**config.mk**
```make
export PLATFORM = sky130hd
export DESIGN_NAME = pidl_cell
export DESIGN_NICKNAME = d
export VERILOG_FILES = /design/src/sv/pidl_pkg.sv /design/src/sv/pidl_cell.sv
export SDC_FILE = /design/constraint.sdc
export NUM_CORES = 1
export LEC_CHECK = 0
export BUFFER_PORTS_ARGS = -buffer_cell sky130_fd_sc_hd__buf_4
export CORE_AREA = 5 5 131 133
export CTS_CLUSTER_DIAMETER = 50
export DETAILED_ROUTE_END_ITERATION = 10
export DIE_AREA = 0 0 136 138
export GPL_TIMING_DRIVEN = 0
export HOLD_SLACK_MARGIN = 0.06
export PLACE_DENSITY_LB_ADDON = 0.25
export RECOVER_POWER = 50
export SYNTH_ARGS = -nofsm -noshare
export SYNTH_HDL_FRONTEND = slang
export SYNTH_SLANG_ARGS = --single-unit
```
**constraint.sdc**
```tcl
create_clock -name i_clk -period 3.4 [get_ports i_clk]
set_input_delay 0.34 -clock i_clk [delete_from_list [all_inputs] [get_ports i_clk]]
set_output_delay 0.34 -clock i_clk [all_outputs]
set_load 0.005 [all_outputs]
```
**src/sv/pidl_pkg.sv**
```systemverilog
`default_nettype none

package pidl_pkg;

    localparam int CAPACITY = 64;
    localparam int IDX_W    = (CAPACITY > 1) ? $clog2(CAPACITY) : 1;
    localparam int CNT_W    = $clog2(CAPACITY + 1);
    localparam int POS_W    = 7;
    localparam int CMP_W    = (CNT_W > POS_W) ? CNT_W : POS_W;
    localparam int VAL_W    = 64;

    localparam logic [1:0] FN_INSERT = 2'd0;
    localparam logic [1:0] FN_DELETE = 2'd1;
    localparam logic [1:0] FN_READ   = 2'd2;

    localparam logic [1:0] ST_OK    = 2'd0;
    localparam logic [1:0] ST_FULL  = 2'd1;
    localparam logic [1:0] ST_RANGE = 2'd2;

    typedef struct packed {
        logic             ins;
        logic             del;
        logic [CMP_W-1:0] pos;
    } t_cmd;

endpackage

`default_nettype wire

```
**src/sv/pidl_cell.sv**
```systemverilog
`default_nettype none

module pidl_cell
    import pidl_pkg::*;
(
    input  wire              i_clk,
    input  wire  [IDX_W-1:0] i_idx,
    input  t_cmd             i_cmd,
    input  wire  [CMP_W-1:0] i_rd_pos,
    input  wire  [VAL_W-1:0] i_new_value,
    input  wire  [VAL_W-1:0] i_left_value,
    input  wire  [VAL_W-1:0] i_right_value,
    output logic [VAL_W-1:0] o_value,
    output logic [VAL_W-1:0] o_rd_value
);

    logic [VAL_W-1:0] r_value;
    logic [VAL_W-1:0] n_value;
    logic [CMP_W-1:0] idx_ext;

    assign idx_ext = CMP_W'(i_idx);

    always_comb begin
        n_value = r_value;
        if (i_cmd.ins) begin
            if (idx_ext > i_cmd.pos) begin
                n_value = i_left_value;
            end else if (idx_ext == i_cmd.pos) begin
                n_value = i_new_value;
            end
        end else if (i_cmd.del) begin
            if (idx_ext >= i_cmd.pos) begin
                n_value = i_right_value;
            end
        end
    end

    always_ff @(posedge i_clk) begin
        r_value <= n_value;
    end

    assign o_value    = r_value;
    assign o_rd_value = (idx_ext == i_rd_pos) ? r_value : '0;

endmodule

`default_nettype wire

```
After elaboration in Yosys (flattened, before gate mapping)
Index checks and enable logic that the tools add are counted.

word-level totals
  output and inout bits = 128
  input bits = 215
  flip-flop bits (word level) = 64

cells by class
  reduce and logical (&&, ||, !) cells = 3
  mux-type cells = 6
  $lt $le $gt $ge = 2
  eq/ne operators = 3

operators with widths
  cell                  count
  $mux W64              6
  $eq A6 B7 Y1          2
  $ge A6 B7 Y1          1
  $gt A6 B7 Y1          1
  $reduce_bool A2 Y1    2
  $ne A3 B1 Y1 const B  1
  $reduce_and A3 Y1     1

Depth between registers and ports, before layout
Gate-level depths: netlist of run 1.

  depth in word-level cells = 4
  depth in mapped cells = 8

Worst setup path before layout of run 1
OpenSTA, ideal clock, no wires.

  kind = input to register
  start = in i_cmd[2] (netlist bit)
  end = reg r_value[0], in the netlist o_value[0] (enable)
  setup slack = 97 ps
  buffers on the path = 2
  arrival = 2876 ps
  cell stages on the path = 7
  path through = inv_1 ha_1 nand3_1 clkbuf_1 buf_1 a21oi_1 o22a_1

on the way
  longest elaborated chain between the ends = 3
  elaborated cells on any way between the ends = 6
  classes of those cells = order compare: 2; eq/ne: 2; reduce/logical: 2

ends and longest elaborated chain
  element                                                              line             RTL
  start: declaration                                                   pidl_cell.sv:8   input t_cmd i_cmd,
  $gt A6 B7 Y1, or another cell as far along                           pidl_cell.sv:26  if (idx_ext > i_cmd.pos) begin
  $ne A3 B1 Y1 (no source line) or $reduce_bool A2 Y1 (tied branches)  --
  $reduce_and A3 Y1 (no source line) (*)                               --
  end signal: assignment                                               pidl_cell.sv:39  r_value <= n_value;
  end: declaration                                                     pidl_cell.sv:17  logic [VAL_W-1:0] r_value;

Mark *: on every way between the ends. The rest lies on a longest branch, timed or not.
A chain may end at the register's enable or synchronous reset.

Final worst setup path of run 1
  start = in i_rd_pos[3]
  end = out o_rd_value[18]

on the way
  longest elaborated chain between the ends = 2

ends and longest elaborated chain
  element             line             RTL
  start: declaration  pidl_cell.sv:9   input wire [CMP_W-1:0] i_rd_pos,
  $eq A6 B7 Y1        pidl_cell.sv:43  assign o_rd_value = (idx_ext == i_rd_pos) ? r_value : '0;
  $mux W64            pidl_cell.sv:43
  end: declaration    pidl_cell.sv:14  output logic [VAL_W-1:0] o_rd_value

No other way between the ends.

==> results of run 1 <==
cell type report:
type | count | area share
inverters | 7 | 0.00347
well taps | 216 | 0.0357
flip-flops and latches | 64 | 0.254
clock inverters | 2 | 0.00116
plain buffers | 45 | 0.0254
repair buffers | 341 | 0.332
clock buffers | 12 | 0.0312
multi-input cells | 284 | 0.317
per-stage QoR:
stage	hold WS (ns)	total power, mW	utilization	TNS (ns)
floorplan	0.596	1.39	-	0
global placement	0.687	1.82	0.469	-71.34
detailed placement	0.691	1.84	0.470	0
CTS	0.346	2.64	0.486	0
global route	0.351	2.72	0.482	0
finish	0.357	2.61	0.482	0
logic make-up after synthesis:
group | after synthesis | synth area share
adders and majority gates | 6 | 0.0165
xor gates and xnor gates | 6 | 0.0116
AOI/OAI and AO/OA | 200 | 0.385
DFF | 64 | 0.423
buffers and inverters | 52 | 0.0487
and+or+nand+nor | 72 | 0.115
worst max path at each step:
stage           startpoint               endpoint  slack [ns]
2_1_floorplan     i_cmd[2]   o_value[0]$_DFFE_PP_         0.1
3_3_place_gp      i_idx[2]  o_value[42]$_DFFE_PP_       -1.12
3_5_place_dp      i_idx[2]  o_value[42]$_DFFE_PP_        0.32
4_1_cts        i_rd_pos[3]         o_rd_value[18]        0.46
5_1_grt           i_idx[2]         o_rd_value[18]        0.42
6_report       i_rd_pos[3]         o_rd_value[18]        0.50
metal layers:
| layer | up-vias | share of wire | track usage | routed length [um] |
|---|---|---|---|---|
| met4 | 0 | 0.032 | 0.0844 | 648 |
| met1 | 2555 | 0.38 | 0.232 | 7590 |
| met3 | 41 | 0.075 | 0.0475 | 1520 |
| li1 | 2403 | - | - | - |
| met2 | 264 | 0.52 | 0.360 | 10400 |
| met5 | - | 0 | 0 | 0 |
cell usage in the layout, fill, tap and decap left out, types with 9 or more instances in the layout:
master,count
clkbuf_4,54
edfxtp_1,64
clkbuf_16,9
clkbuf_1,38
buf_2,13
a2bb2oi_1,64
o22ai_1,65
o221a_2,64
buf_4,275
and2_1,25
and2_2,39
power by group through the flow:
stage | Clock [mW] | Sequential [mW] | Combinational [mW]
floorplan | 0 | 1.03 | 0.355
global placement | 0 | 1.04 | 0.782
detailed placement | 0 | 1.04 | 0.802
CTS | 0.815 | 1.02 | 0.803
global route | 0.848 | 1.03 | 0.845
finish | 0.802 | 1.02 | 0.785
synthesized netlist by cell type, types with 6 or more instances:
master / number
inv_1: 7
o221a_2: 64
buf_2: 15
xor2_1: 6
ha_1: 6
clkbuf_1: 23
clkbuf_2: 6
and2_2: 39
and2_1: 25
o22ai_1: 65
a2bb2oi_1: 64
edfxtp_1: 64
==> metrics.txt, run 1 <==
# TYPE chip_impl_metric gauge
chip_impl_info{name="status",value="finished, final reports clean"} 1
chip_impl_metric{name="timing.final.crit_share",unit=""} 0.854
chip_impl_metric{name="die-height",unit="um"} 138
chip_impl_metric{name="ff_latch_area",unit="mm^2"} 0.00192
chip_impl_metric{name="clk_path_buf_depth",unit=""} 2
chip_impl_metric{name="number_of_drc_markers_after_the_initial_detailed_route_iteration",unit=""} 281
chip_impl_metric{name="combPwrFrac",unit=""} 0.301
chip_impl_metric{name="syn-cell-area",unit="mm^2"} 0.00454
chip_impl_metric{name="postSynthCellCount",unit=""} 400
chip_impl_metric{name="grt_overflow_total",unit=""} 0
chip_impl_metric{name="max_cap_violations",unit=""} 0
chip_impl_metric{name="placed_cells",unit=""} 957
chip_impl_info{name="timing_worst_setup_path_type",value="input pin to output port"} 1
chip_impl_metric{name="worst_slew_pin_slew",unit="ns"} 1.28
chip_impl_metric{name="dp_worst_setup_slack",unit="ns"} 0.322
chip_impl_metric{name="ys_warn_count",unit=""} 0
chip_impl_metric{name="period_minus_slack",unit="ns"} 2.90
chip_impl_info{name="path_class_of_the_lowest_slack_min_delay_path",value="input pin to register"} 1
chip_impl_metric{name="cp_num_cells",unit=""} 7
chip_impl_metric{name="finalSetupViolCount",unit=""} 0
chip_impl_info{name="worstPathCellList",value="buf_4 -> xor2_1 -> or4_4 -> nor4_4 -> clkbuf_2 -> and2_1 -> buf_4"} 1
chip_impl_metric{name="switching_share",unit=""} 0.270
chip_impl_metric{name="dr.pass1.iters",unit=""} 4
chip_impl_info{name="critPathLaunchType",value="input pin"} 1
chip_impl_info{name="setup.worst_path.end_class",value="output port"} 1
chip_impl_metric{name="worst-endpoint-arrival",unit="ns"} 2.56
chip_impl_metric{name="timing_max_transition_violations_final",unit=""} 0
chip_impl_metric{name="cts.sink_count",unit=""} 64
chip_impl_info{name="rsz0062_at_grt",value="no"} 1
chip_impl_metric{name="post_synth.cell_area_avg",unit="um^2"} 11.4
chip_impl_metric{name="power_density",unit="mW/mm^2"} 344
chip_impl_info{name="ys_dominant_reg_cell",value="edfxtp_1"} 1
chip_impl_metric{name="synth_sequential_area_ratio",unit=""} 0.423
chip_impl_metric{name="detailedPlacementHpwl",unit="um"} 15900
chip_impl_metric{name="grt_max_degree",unit=""} 65
chip_impl_metric{name="gpl.final_weighted_congestion",unit=""} 0.862
chip_impl_metric{name="first_pass_grt_wire_length",unit="um"} 30300
chip_impl_metric{name="fmaxAchievable",unit="MHz"} 345
chip_impl_metric{name="route.detailed.vias_per_inst",unit=""} 5.42
chip_impl_metric{name="dieArea",unit="mm^2"} 0.0188
chip_impl_info{name="cts_tree",value="yes"} 1
chip_impl_metric{name="area_of_combinational_cells_with_multiple_inputs",unit="mm^2"} 0.00240
chip_impl_metric{name="place_area",unit="mm^2"} 0.00738
chip_impl_info{name="worst_hold_startpoint",value="i_right_value[4]"} 1
chip_impl_metric{name="drive_gt1_frac",unit=""} 0.619
chip_impl_metric{name="detailroute.via_count",unit=""} 5263
chip_impl_metric{name="cts.reportedPaths.clkPinSlew",unit="ns"} 0.06
chip_impl_metric{name="finalNonFillerCells",unit=""} 971
chip_impl_metric{name="stdcell_area",unit="mm^2"} 0.00757
chip_impl_metric{name="grt.total_usage",unit=""} 0.203
chip_impl_metric{name="largest_reg_flops",unit=""} 64
chip_impl_metric{name="p_clk_frac",unit=""} 0.308
chip_impl_metric{name="final_critical_path_setup_slack",unit="ns"} 0.497
chip_impl_metric{name="ys_seq_elements",unit=""} 64
chip_impl_metric{name="post_drt_wl_per_cell",unit="um"} 20.7
chip_impl_metric{name="cts_buffers",unit=""} 9
chip_impl_metric{name="synth_async_sr_flop_share",unit=""} 0
chip_impl_metric{name="p_leak",unit="nW"} 3.31
chip_impl_metric{name="drt_wl_total",unit="um"} 20100
chip_impl_metric{name="worst_hold_path.num_cells",unit=""} 2
chip_impl_metric{name="htree_num_levels",unit=""} 3
chip_impl_metric{name="areaGrowthSynthToFinish",unit="%"} 66.7
chip_impl_metric{name="num-nets-final",unit=""} 973
chip_impl_metric{name="port-buffer-count",unit=""} 341
chip_impl_metric{name="worst_path_largest_cell_delay",unit="ns"} 0.80
chip_impl_metric{name="floorplan.initialDensity",unit=""} 0.289
chip_impl_metric{name="mappedNetlistNets",unit=""} 621
chip_impl_metric{name="cell_internal_pwr",unit="mW"} 1.90
chip_impl_metric{name="first_global_vias",unit=""} 5493
chip_impl_metric{name="grt_antenna_before_repair",unit=""} 0
chip_impl_metric{name="critical_path_required",unit="ns"} 3.06
chip_impl_metric{name="cts.repair.resized",unit=""} 0
chip_impl_metric{name="detail-route-antenna-nets",unit=""} 0
chip_impl_metric{name="core_region_area",unit="mm^2"} 0.0157
chip_impl_metric{name="p_sw",unit="mW"} 0.703
chip_impl_metric{name="p_seq_frac",unit=""} 0.391
chip_impl_info{name="critical_path.most_common_cell",value="buf_4"} 1
chip_impl_metric{name="filler_cell_count",unit=""} 1508
chip_impl_metric{name="hold_buffers",unit=""} 0
chip_impl_metric{name="synth_enable_flop_cells",unit=""} 64
chip_impl_metric{name="i_o_pin_count",unit=""} 343
chip_impl_info{name="root_buffer",value="clkbuf_16"} 1
chip_impl_info{name="synth_area_leaders",value="edfxtp_1 42%, o221a_2 16%, a2bb2oi_1 12%, o22ai_1 8.9%, and2_2 6.4%"} 1
chip_impl_metric{name="yosysUniqueCellTypes",unit=""} 25
chip_impl_metric{name="hold_viol_final",unit=""} 0
chip_impl_metric{name="num_rows",unit=""} 46
chip_impl_metric{name="synth_top_cell_area_share",unit=""} 0.423
chip_impl_metric{name="worstPathMaxFanout",unit=""} 10
chip_impl_metric{name="width_of_the_chip",unit="um"} 136
chip_impl_info{name="synth.largest_area_cell",value="edfxtp_1"} 1
chip_impl_info{name="hold-path-endpoint",value="o_value[4]$_DFFE_PP_"} 1
chip_impl_metric{name="timing.max_slew.rel_slack",unit=""} 0.140
chip_impl_metric{name="drt_drc_violations_left",unit=""} 0
chip_impl_metric{name="post-cts-setup-buffers",unit=""} 0
chip_impl_metric{name="irDropWorstVdd",unit="uV"} 225
chip_impl_info{name="critical_path.top_delay_family",value="simple AND/OR/NAND/NOR gates"} 1
chip_impl_info{name="worst_path_max_delay_cell",value="nor4_4"} 1
chip_impl_metric{name="worst-path-buf-inv",unit=""} 3
chip_impl_metric{name="antenna-diode-count",unit=""} 0
No activity file was read; power rests on OpenSTA's default activity.
==> inputs of run 2 (changes only) <==
--- a/config.mk
+++ b/config.mk
@@ -6,11 +6,10 @@
 export NUM_CORES = 1
 export LEC_CHECK = 0
 export BUFFER_PORTS_ARGS = -buffer_cell sky130_fd_sc_hd__buf_4
-export CORE_AREA = 5 5 131 133
+export CORE_AREA = 2 2 132 134
 export CTS_CLUSTER_DIAMETER = 50
 export DETAILED_ROUTE_END_ITERATION = 10
-export DIE_AREA = 0 0 136 138
-export GPL_TIMING_DRIVEN = 0
+export DIE_AREA = 0 0 134 136
 export HOLD_SLACK_MARGIN = 0.06
 export PLACE_DENSITY_LB_ADDON = 0.25
 export RECOVER_POWER = 50
==> run 2 against run 1 <==
Clock power down 2%. Sequential share of layout area up 0.14 points. Cell count down 2.6%. Non-clock buffer count down 33.
==> metrics.txt, run 2 (synthesized netlist as in run 1, its figures left out) <==
# TYPE chip_impl_metric gauge
chip_impl_metric{name="power_density",unit="mW/mm^2"} 343
chip_impl_metric{name="post_drt_wl_per_cell",unit="um"} 19.4
chip_impl_metric{name="timing.max_slew.rel_slack",unit=""} 0.394
chip_impl_metric{name="dr.pass1.iters",unit=""} 5
chip_impl_metric{name="p_leak",unit="nW"} 3.30
chip_impl_metric{name="worst_path_largest_cell_delay",unit="ns"} 0.67
chip_impl_metric{name="first_pass_grt_wire_length",unit="um"} 27200
chip_impl_metric{name="cts.sink_count",unit=""} 64
chip_impl_metric{name="detail-route-antenna-nets",unit=""} 0
chip_impl_metric{name="areaGrowthSynthToFinish",unit="%"} 65.7
chip_impl_info{name="setup.worst_path.end_class",value="register"} 1
chip_impl_metric{name="period_minus_slack",unit="ns"} 2.75
chip_impl_metric{name="worst-endpoint-arrival",unit="ns"} 2.83
chip_impl_metric{name="filler_cell_count",unit=""} 1640
chip_impl_metric{name="max_cap_violations",unit=""} 0
chip_impl_info{name="critical_path.top_delay_family",value="buffers and inverters"} 1
chip_impl_metric{name="clk_path_buf_depth",unit=""} 2
chip_impl_metric{name="fmaxAchievable",unit="MHz"} 364
chip_impl_metric{name="post-cts-setup-buffers",unit=""} 0
chip_impl_metric{name="drt_wl_total",unit="um"} 18300
chip_impl_metric{name="first_global_vias",unit=""} 5023
chip_impl_metric{name="tns",unit="ns"} 0
chip_impl_metric{name="finalSetupViolCount",unit=""} 0
chip_impl_metric{name="irDropWorstVdd",unit="uV"} 206
chip_impl_info{name="rsz0062_at_grt",value="no"} 1
chip_impl_metric{name="num_rows",unit=""} 48
chip_impl_metric{name="worst-path-buf-inv",unit=""} 3
chip_impl_metric{name="grt.total_usage",unit=""} 0.191
chip_impl_metric{name="hold_buffers",unit=""} 0
chip_impl_metric{name="dp_worst_setup_slack",unit="ns"} 0.718
chip_impl_info{name="path_class_of_the_lowest_slack_min_delay_path",value="input pin to register"} 1
chip_impl_metric{name="cts_buffers",unit=""} 9
chip_impl_metric{name="num-nets-final",unit=""} 940
chip_impl_metric{name="largest_reg_flops",unit=""} 64
chip_impl_info{name="hold-path-endpoint",value="o_value[54]$_DFFE_PP_"} 1
chip_impl_metric{name="timing.final.crit_share",unit=""} 0.809
chip_impl_info{name="critPathLaunchType",value="input pin"} 1
chip_impl_metric{name="port-buffer-count",unit=""} 342
chip_impl_metric{name="timing_max_transition_violations_final",unit=""} 0
chip_impl_metric{name="drt_drc_violations_left",unit=""} 0
chip_impl_info{name="layout.cells.most_common",value="buf_4"} 1
chip_impl_info{name="worst_hold_startpoint",value="i_right_value[54]"} 1
chip_impl_metric{name="die-height",unit="um"} 136
chip_impl_info{name="worstPathCellList",value="clkbuf_1 -> ha_1 -> nand3_1 -> buf_4 -> o211ai_1 -> clkbuf_2 -> o221a_2"} 1
chip_impl_metric{name="cts.repair.resized",unit=""} 0
chip_impl_metric{name="worstPathMaxFanout",unit=""} 65
chip_impl_info{name="worst_path_max_delay_cell",value="buf_4"} 1
chip_impl_metric{name="core_region_area",unit="mm^2"} 0.0169
chip_impl_metric{name="worst_hold_path.num_cells",unit=""} 2
chip_impl_metric{name="floorplan.initialDensity",unit=""} 0.269
chip_impl_info{name="root_buffer",value="clkbuf_16"} 1
chip_impl_info{name="most_used_cells_in_the_layout_excluding_fill_and_tap_cells",value="285 x buf_4, 65 x o22ai_1, 64 x a2bb2oi_1, 64 x o221a_2, 64 x edfxtp_1"} 1
chip_impl_metric{name="drive_gt1_frac",unit=""} 0.650
chip_impl_metric{name="dieArea",unit="mm^2"} 0.0182
chip_impl_metric{name="htree_num_levels",unit=""} 3
chip_impl_metric{name="grt_antenna_before_repair",unit=""} 0
chip_impl_metric{name="antenna-diode-count",unit=""} 0
chip_impl_metric{name="hold_viol_final",unit=""} 0
chip_impl_metric{name="worst_slew_pin_slew",unit="ns"} 0.909
chip_impl_metric{name="gpl.final_weighted_congestion",unit=""} 0.852
chip_impl_metric{name="grt_max_degree",unit=""} 66
chip_impl_metric{name="final_critical_path_setup_slack",unit="ns"} 0.650
chip_impl_info{name="status",value="finished, final reports clean"} 1
chip_impl_metric{name="cts.reportedPaths.clkPinSlew",unit="ns"} 0.05
chip_impl_metric{name="grt_overflow_total",unit=""} 0
chip_impl_metric{name="i_o_pin_count",unit=""} 343
chip_impl_metric{name="critical_path_required",unit="ns"} 3.48
chip_impl_metric{name="route.detailed.vias_per_inst",unit=""} 5.29
chip_impl_info{name="cts_tree",value="yes"} 1
chip_impl_metric{name="detailedPlacementHpwl",unit="um"} 13400
chip_impl_metric{name="width_of_the_chip",unit="um"} 134
chip_impl_metric{name="detailroute.via_count",unit=""} 5000
chip_impl_metric{name="number_of_drc_markers_after_the_initial_detailed_route_iteration",unit=""} 322
chip_impl_info{name="timing_worst_setup_path_type",value="input pin to register"} 1
run 2: cell count changes in the layout (fill, tap and decap cells not counted), moves of 2 or more:
cell	delta
buf_1	-3
buf_2	-13
buf_4	+10
clkbuf_1	-34
clkbuf_2	-4
clkbuf_4	+8
clkinv_1	+3
o221ai_2	-2
o221ai_4	+2
run 2: power breakdown:
| group | switching [mW] | internal (mW) |
|---|---|---|
| registers | 0.0433 | 0.979 |
| logic | 0.329 | 0.445 |
| clock network | 0.317 | 0.470 |
| total | 0.690 | 1.89 |
run 2: cell type report:
type	instances	area, um^2	area share
Clock buffer	9	225	0.0299
Inverter	7	26.3	0.00349
Multi-Input combinational cell	284	2430	0.323
Timing Repair Buffer	353	2630	0.349
Clock inverter	4	15.0	0.00199
Tap cell	225	282	0.0374
Sequential cell	64	1920	0.255
run 2: how the worst max path moves through the flow:
stage / start / to / slack [ns] / cells past startpoint
final: i_idx[2] / o_value[36]$_DFFE_PP_ / 0.65 / 7
after floorplan: i_cmd[2] / o_value[0]$_DFFE_PP_ / 0.1 / 7
after global routing: i_idx[2] / o_value[31]$_DFFE_PP_ / 0.48 / 7
after detailed placement: i_idx[2] / o_value[20]$_DFFE_PP_ / 0.72 / 7
after global placement: i_idx[1] / o_value[37]$_DFFE_PP_ / 0.79 / 7
after CTS: i_idx[3] / o_rd_value[29] / 0.91 / 7
run 2: routing by layer:
layer / share of wire / global-route usage
met4: 0.028 / 0.0810
met3: 0.068 / 0.0369
met2: 0.52 / 0.341
met1: 0.39 / 0.225
met5: 0 / 0
run 2: stage by stage:
step | area (um^2) | hold WS [ns] | power [mW] | util | cells
3_5_place_dp | 7320 | 0.691 | 1.83 | 0.434 | 933
4_1_cts | 7560 | 0.339 | 2.63 | 0.448 | 946
6_report | 7530 | 0.357 | 2.58 | 0.446 | 946
2_1_floorplan | 4540 | 0.596 | 1.39 | - | 400
5_1_grt | 7530 | 0.347 | 2.70 | 0.446 | 946
3_3_place_gp | 7320 | 0.688 | 1.81 | 0.434 | 933
==> inputs of run 3 (changes only) <==
==> constraint.sdc (replaced) <==
create_clock -name i_clk -period 2.3 [get_ports i_clk]
set_input_delay 0.23 -clock i_clk [delete_from_list [all_inputs] [get_ports i_clk]]
set_output_delay 0.23 -clock i_clk [all_outputs]
set_load 0.005 [all_outputs]
==> run 3 against run 2 <==
Sequential share of layout area down 0.40 points. Via count up 1.3%. Setup slack got worse by 0.44 ns. Sequential cell count did not move. Combinational power grew 52%. Largest power group unchanged. Highest routed layer unchanged. Cell count increased by 0.74%. Critical endpoint is now o_rd_value[29]. First-iteration DRC count down 8.7%.
==> metrics.txt, run 3 (synthesized netlist as in run 1, its figures left out) <==
# TYPE chip_impl_metric gauge
chip_impl_metric{name="finalSetupViolCount",unit=""} 0
chip_impl_metric{name="cts.reportedPaths.clkPinSlew",unit="ns"} 0.05
chip_impl_info{name="critPathLaunchType",value="input pin"} 1
chip_impl_metric{name="dieArea",unit="mm^2"} 0.0182
chip_impl_metric{name="floorplan.initialDensity",unit=""} 0.269
chip_impl_metric{name="core_region_area",unit="mm^2"} 0.0169
chip_impl_metric{name="detailroute.via_count",unit=""} 5066
chip_impl_metric{name="p_seq_frac",unit=""} 0.389
chip_impl_metric{name="p_leak",unit="nW"} 3.36
chip_impl_metric{name="worstPathMaxFanout",unit=""} 64
chip_impl_metric{name="worst-endpoint-arrival",unit="ns"} 1.86
chip_impl_metric{name="worst_slew_pin_slew",unit="ns"} 0.703
chip_impl_metric{name="hold_viol_final",unit=""} 0
chip_impl_metric{name="largest_reg_flops",unit=""} 64
chip_impl_metric{name="grt.total_usage",unit=""} 0.196
chip_impl_metric{name="areaGrowthSynthToFinish",unit="%"} 68.4
chip_impl_metric{name="timing.final.crit_share",unit=""} 0.909
chip_impl_metric{name="fmaxAchievable",unit="MHz"} 478
chip_impl_metric{name="cell_internal_pwr",unit="mW"} 2.84
chip_impl_metric{name="first_global_vias",unit=""} 5111
chip_impl_metric{name="finalNonFillerCells",unit=""} 953
chip_impl_metric{name="p_sw",unit="mW"} 1.05
chip_impl_metric{name="route.detailed.vias_per_inst",unit=""} 5.32
chip_impl_metric{name="max_cap_violations",unit=""} 0
chip_impl_info{name="status",value="finished, final reports clean"} 1
chip_impl_metric{name="gpl.final_weighted_congestion",unit=""} 0.821
chip_impl_metric{name="first_pass_grt_wire_length",unit="um"} 27600
chip_impl_metric{name="number_of_drc_markers_after_the_initial_detailed_route_iteration",unit=""} 294
chip_impl_metric{name="power_density",unit="mW/mm^2"} 508
chip_impl_metric{name="placed_cells",unit=""} 937
chip_impl_metric{name="hold_ws",unit="ns"} 0.243
chip_impl_info{name="root_buffer",value="clkbuf_16"} 1
chip_impl_metric{name="drive_gt1_frac",unit=""} 0.654
chip_impl_metric{name="detailedPlacementHpwl",unit="um"} 13900
chip_impl_info{name="timing_worst_setup_path_type",value="input pin to output port"} 1
chip_impl_metric{name="critical_path_required",unit="ns"} 2.07
chip_impl_info{name="layout.cells.most_common",value="buf_4"} 1
chip_impl_metric{name="period_minus_slack",unit="ns"} 2.09
chip_impl_info{name="path_class_of_the_lowest_slack_min_delay_path",value="input pin to register"} 1
chip_impl_metric{name="combPwrFrac",unit=""} 0.303
chip_impl_metric{name="ff_latch_area",unit="mm^2"} 0.00192
chip_impl_metric{name="num-nets-final",unit=""} 944
chip_impl_info{name="cts_tree",value="yes"} 1
chip_impl_metric{name="cts_buffers",unit=""} 9
chip_impl_metric{name="clk_path_buf_depth",unit=""} 2
chip_impl_metric{name="port-buffer-count",unit=""} 342
chip_impl_info{name="rsz0062_at_grt",value="no"} 1
chip_impl_metric{name="p_clk_frac",unit=""} 0.308
chip_impl_info{name="most_used_cells_in_the_layout_excluding_fill_and_tap_cells",value="283 x buf_4, 65 x o22ai_1, 64 x a2bb2oi_1, 64 x o221a_2, 64 x edfxtp_1"} 1
chip_impl_metric{name="area_of_combinational_cells_with_multiple_inputs",unit="mm^2"} 0.00244
chip_impl_metric{name="timing_max_transition_violations_final",unit=""} 0
chip_impl_metric{name="dr.pass1.iters",unit=""} 4
chip_impl_metric{name="htree_num_levels",unit=""} 3
chip_impl_metric{name="timing.max_slew.rel_slack",unit=""} 0.531
chip_impl_metric{name="irDropWorstVdd",unit="uV"} 301
chip_impl_metric{name="drt_drc_violations_left",unit=""} 0
chip_impl_metric{name="grt_max_degree",unit=""} 65
chip_impl_metric{name="cts.sink_count",unit=""} 64
chip_impl_metric{name="switching_share",unit=""} 0.269
chip_impl_metric{name="post-cts-setup-buffers",unit=""} 0
chip_impl_metric{name="post_drt_wl_per_cell",unit="um"} 19.6
chip_impl_metric{name="cts.repair.resized",unit=""} 0
chip_impl_metric{name="grt_antenna_before_repair",unit=""} 0
chip_impl_info{name="setup.worst_path.end_class",value="output port"} 1
chip_impl_metric{name="tns",unit="ns"} 0
chip_impl_metric{name="filler_cell_count",unit=""} 1599
chip_impl_metric{name="width_of_the_chip",unit="um"} 134
chip_impl_metric{name="die-height",unit="um"} 136
chip_impl_metric{name="hold_buffers",unit=""} 0
chip_impl_metric{name="grt_overflow_total",unit=""} 0
chip_impl_metric{name="num_rows",unit=""} 48
chip_impl_metric{name="i_o_pin_count",unit=""} 343
chip_impl_metric{name="antenna-diode-count",unit=""} 0
chip_impl_metric{name="drt_wl_total",unit="um"} 18700
chip_impl_metric{name="detail-route-antenna-nets",unit=""} 0
[run 3: changes by cell type in the layout (fill, tap and decap cells not counted)]
cell | previous run | this run
clkinv_2 | 0 | 4
clkbuf_1 | 4 | 7
o22a_2 | 1 | 0
clkinv_1 | 4 | 1
buf_2 | 0 | 2
nand3_1 | 1 | 0
o22a_1 | 0 | 1
buf_12 | 0 | 6
clkbuf_4 | 62 | 61
clkbuf_2 | 2 | 0
nand3_2 | 0 | 1
buf_4 | 285 | 283
[run 3: critical path: stages]
cell and delay [ns]:
buf_4 0.11, xor2_1 0.15, or4_4 0.52, nor4_4 0.22, buf_12 0.26, and2_2 0.20
buf_4 0.10
[run 3: stage by stage]
stage                     power [mW]  area (um^2)  utilization  setup WS, ns
after CTS                       3.96         7710        0.457         0.229
after floorplan                 2.05         4550            -        0.0653
after global placement          2.72         7450        0.442         0.172
after global routing            4.07         7650        0.454         0.127
after detailed placement        2.74         7450        0.442         0.135
final                           3.89         7650        0.454         0.210
[run 3: cell type report]
type                            instances  area share
Clock buffer                           11      0.0304
Inverter                                7     0.00343
Clock inverter                          5     0.00311
Multi-Input combinational cell        284       0.318
Tap cell                              225      0.0368
Sequential cell                        64       0.251
Timing Repair Buffer                  357       0.357
[run 3: worst paths after layout]
path	startpoint	endpoint	cells after the start
setup / recovery	i_rd_pos[3]	o_rd_value[29]	7
hold / removal	i_right_value[18]	o_value[18]$_DFFE_PP_	2
[run 3: power groups by stage]
stage	Combinational, mW	Clock, mW	Sequential, mW
2_1_floorplan	0.527	0	1.52
3_3_place_gp	1.18	0	1.53
3_5_place_dp	1.21	0	1.53
4_1_cts	1.21	1.24	1.51
5_1_grt	1.27	1.28	1.53
6_report	1.18	1.20	1.51
[run 3: metal layers]
layer / vias to the layer above / wire length (um) / global-route usage / part of all wire
met2: 212 / 10200 / 0.368 / 0.55
met3: 22 / 1230 / 0.0459 / 0.066
li1: 2342 / - / - / -
met4: 0 / 393 / 0.0680 / 0.021
met1: 2490 / 6880 / 0.215 / 0.37
met5: - / 0 / 0 / 0
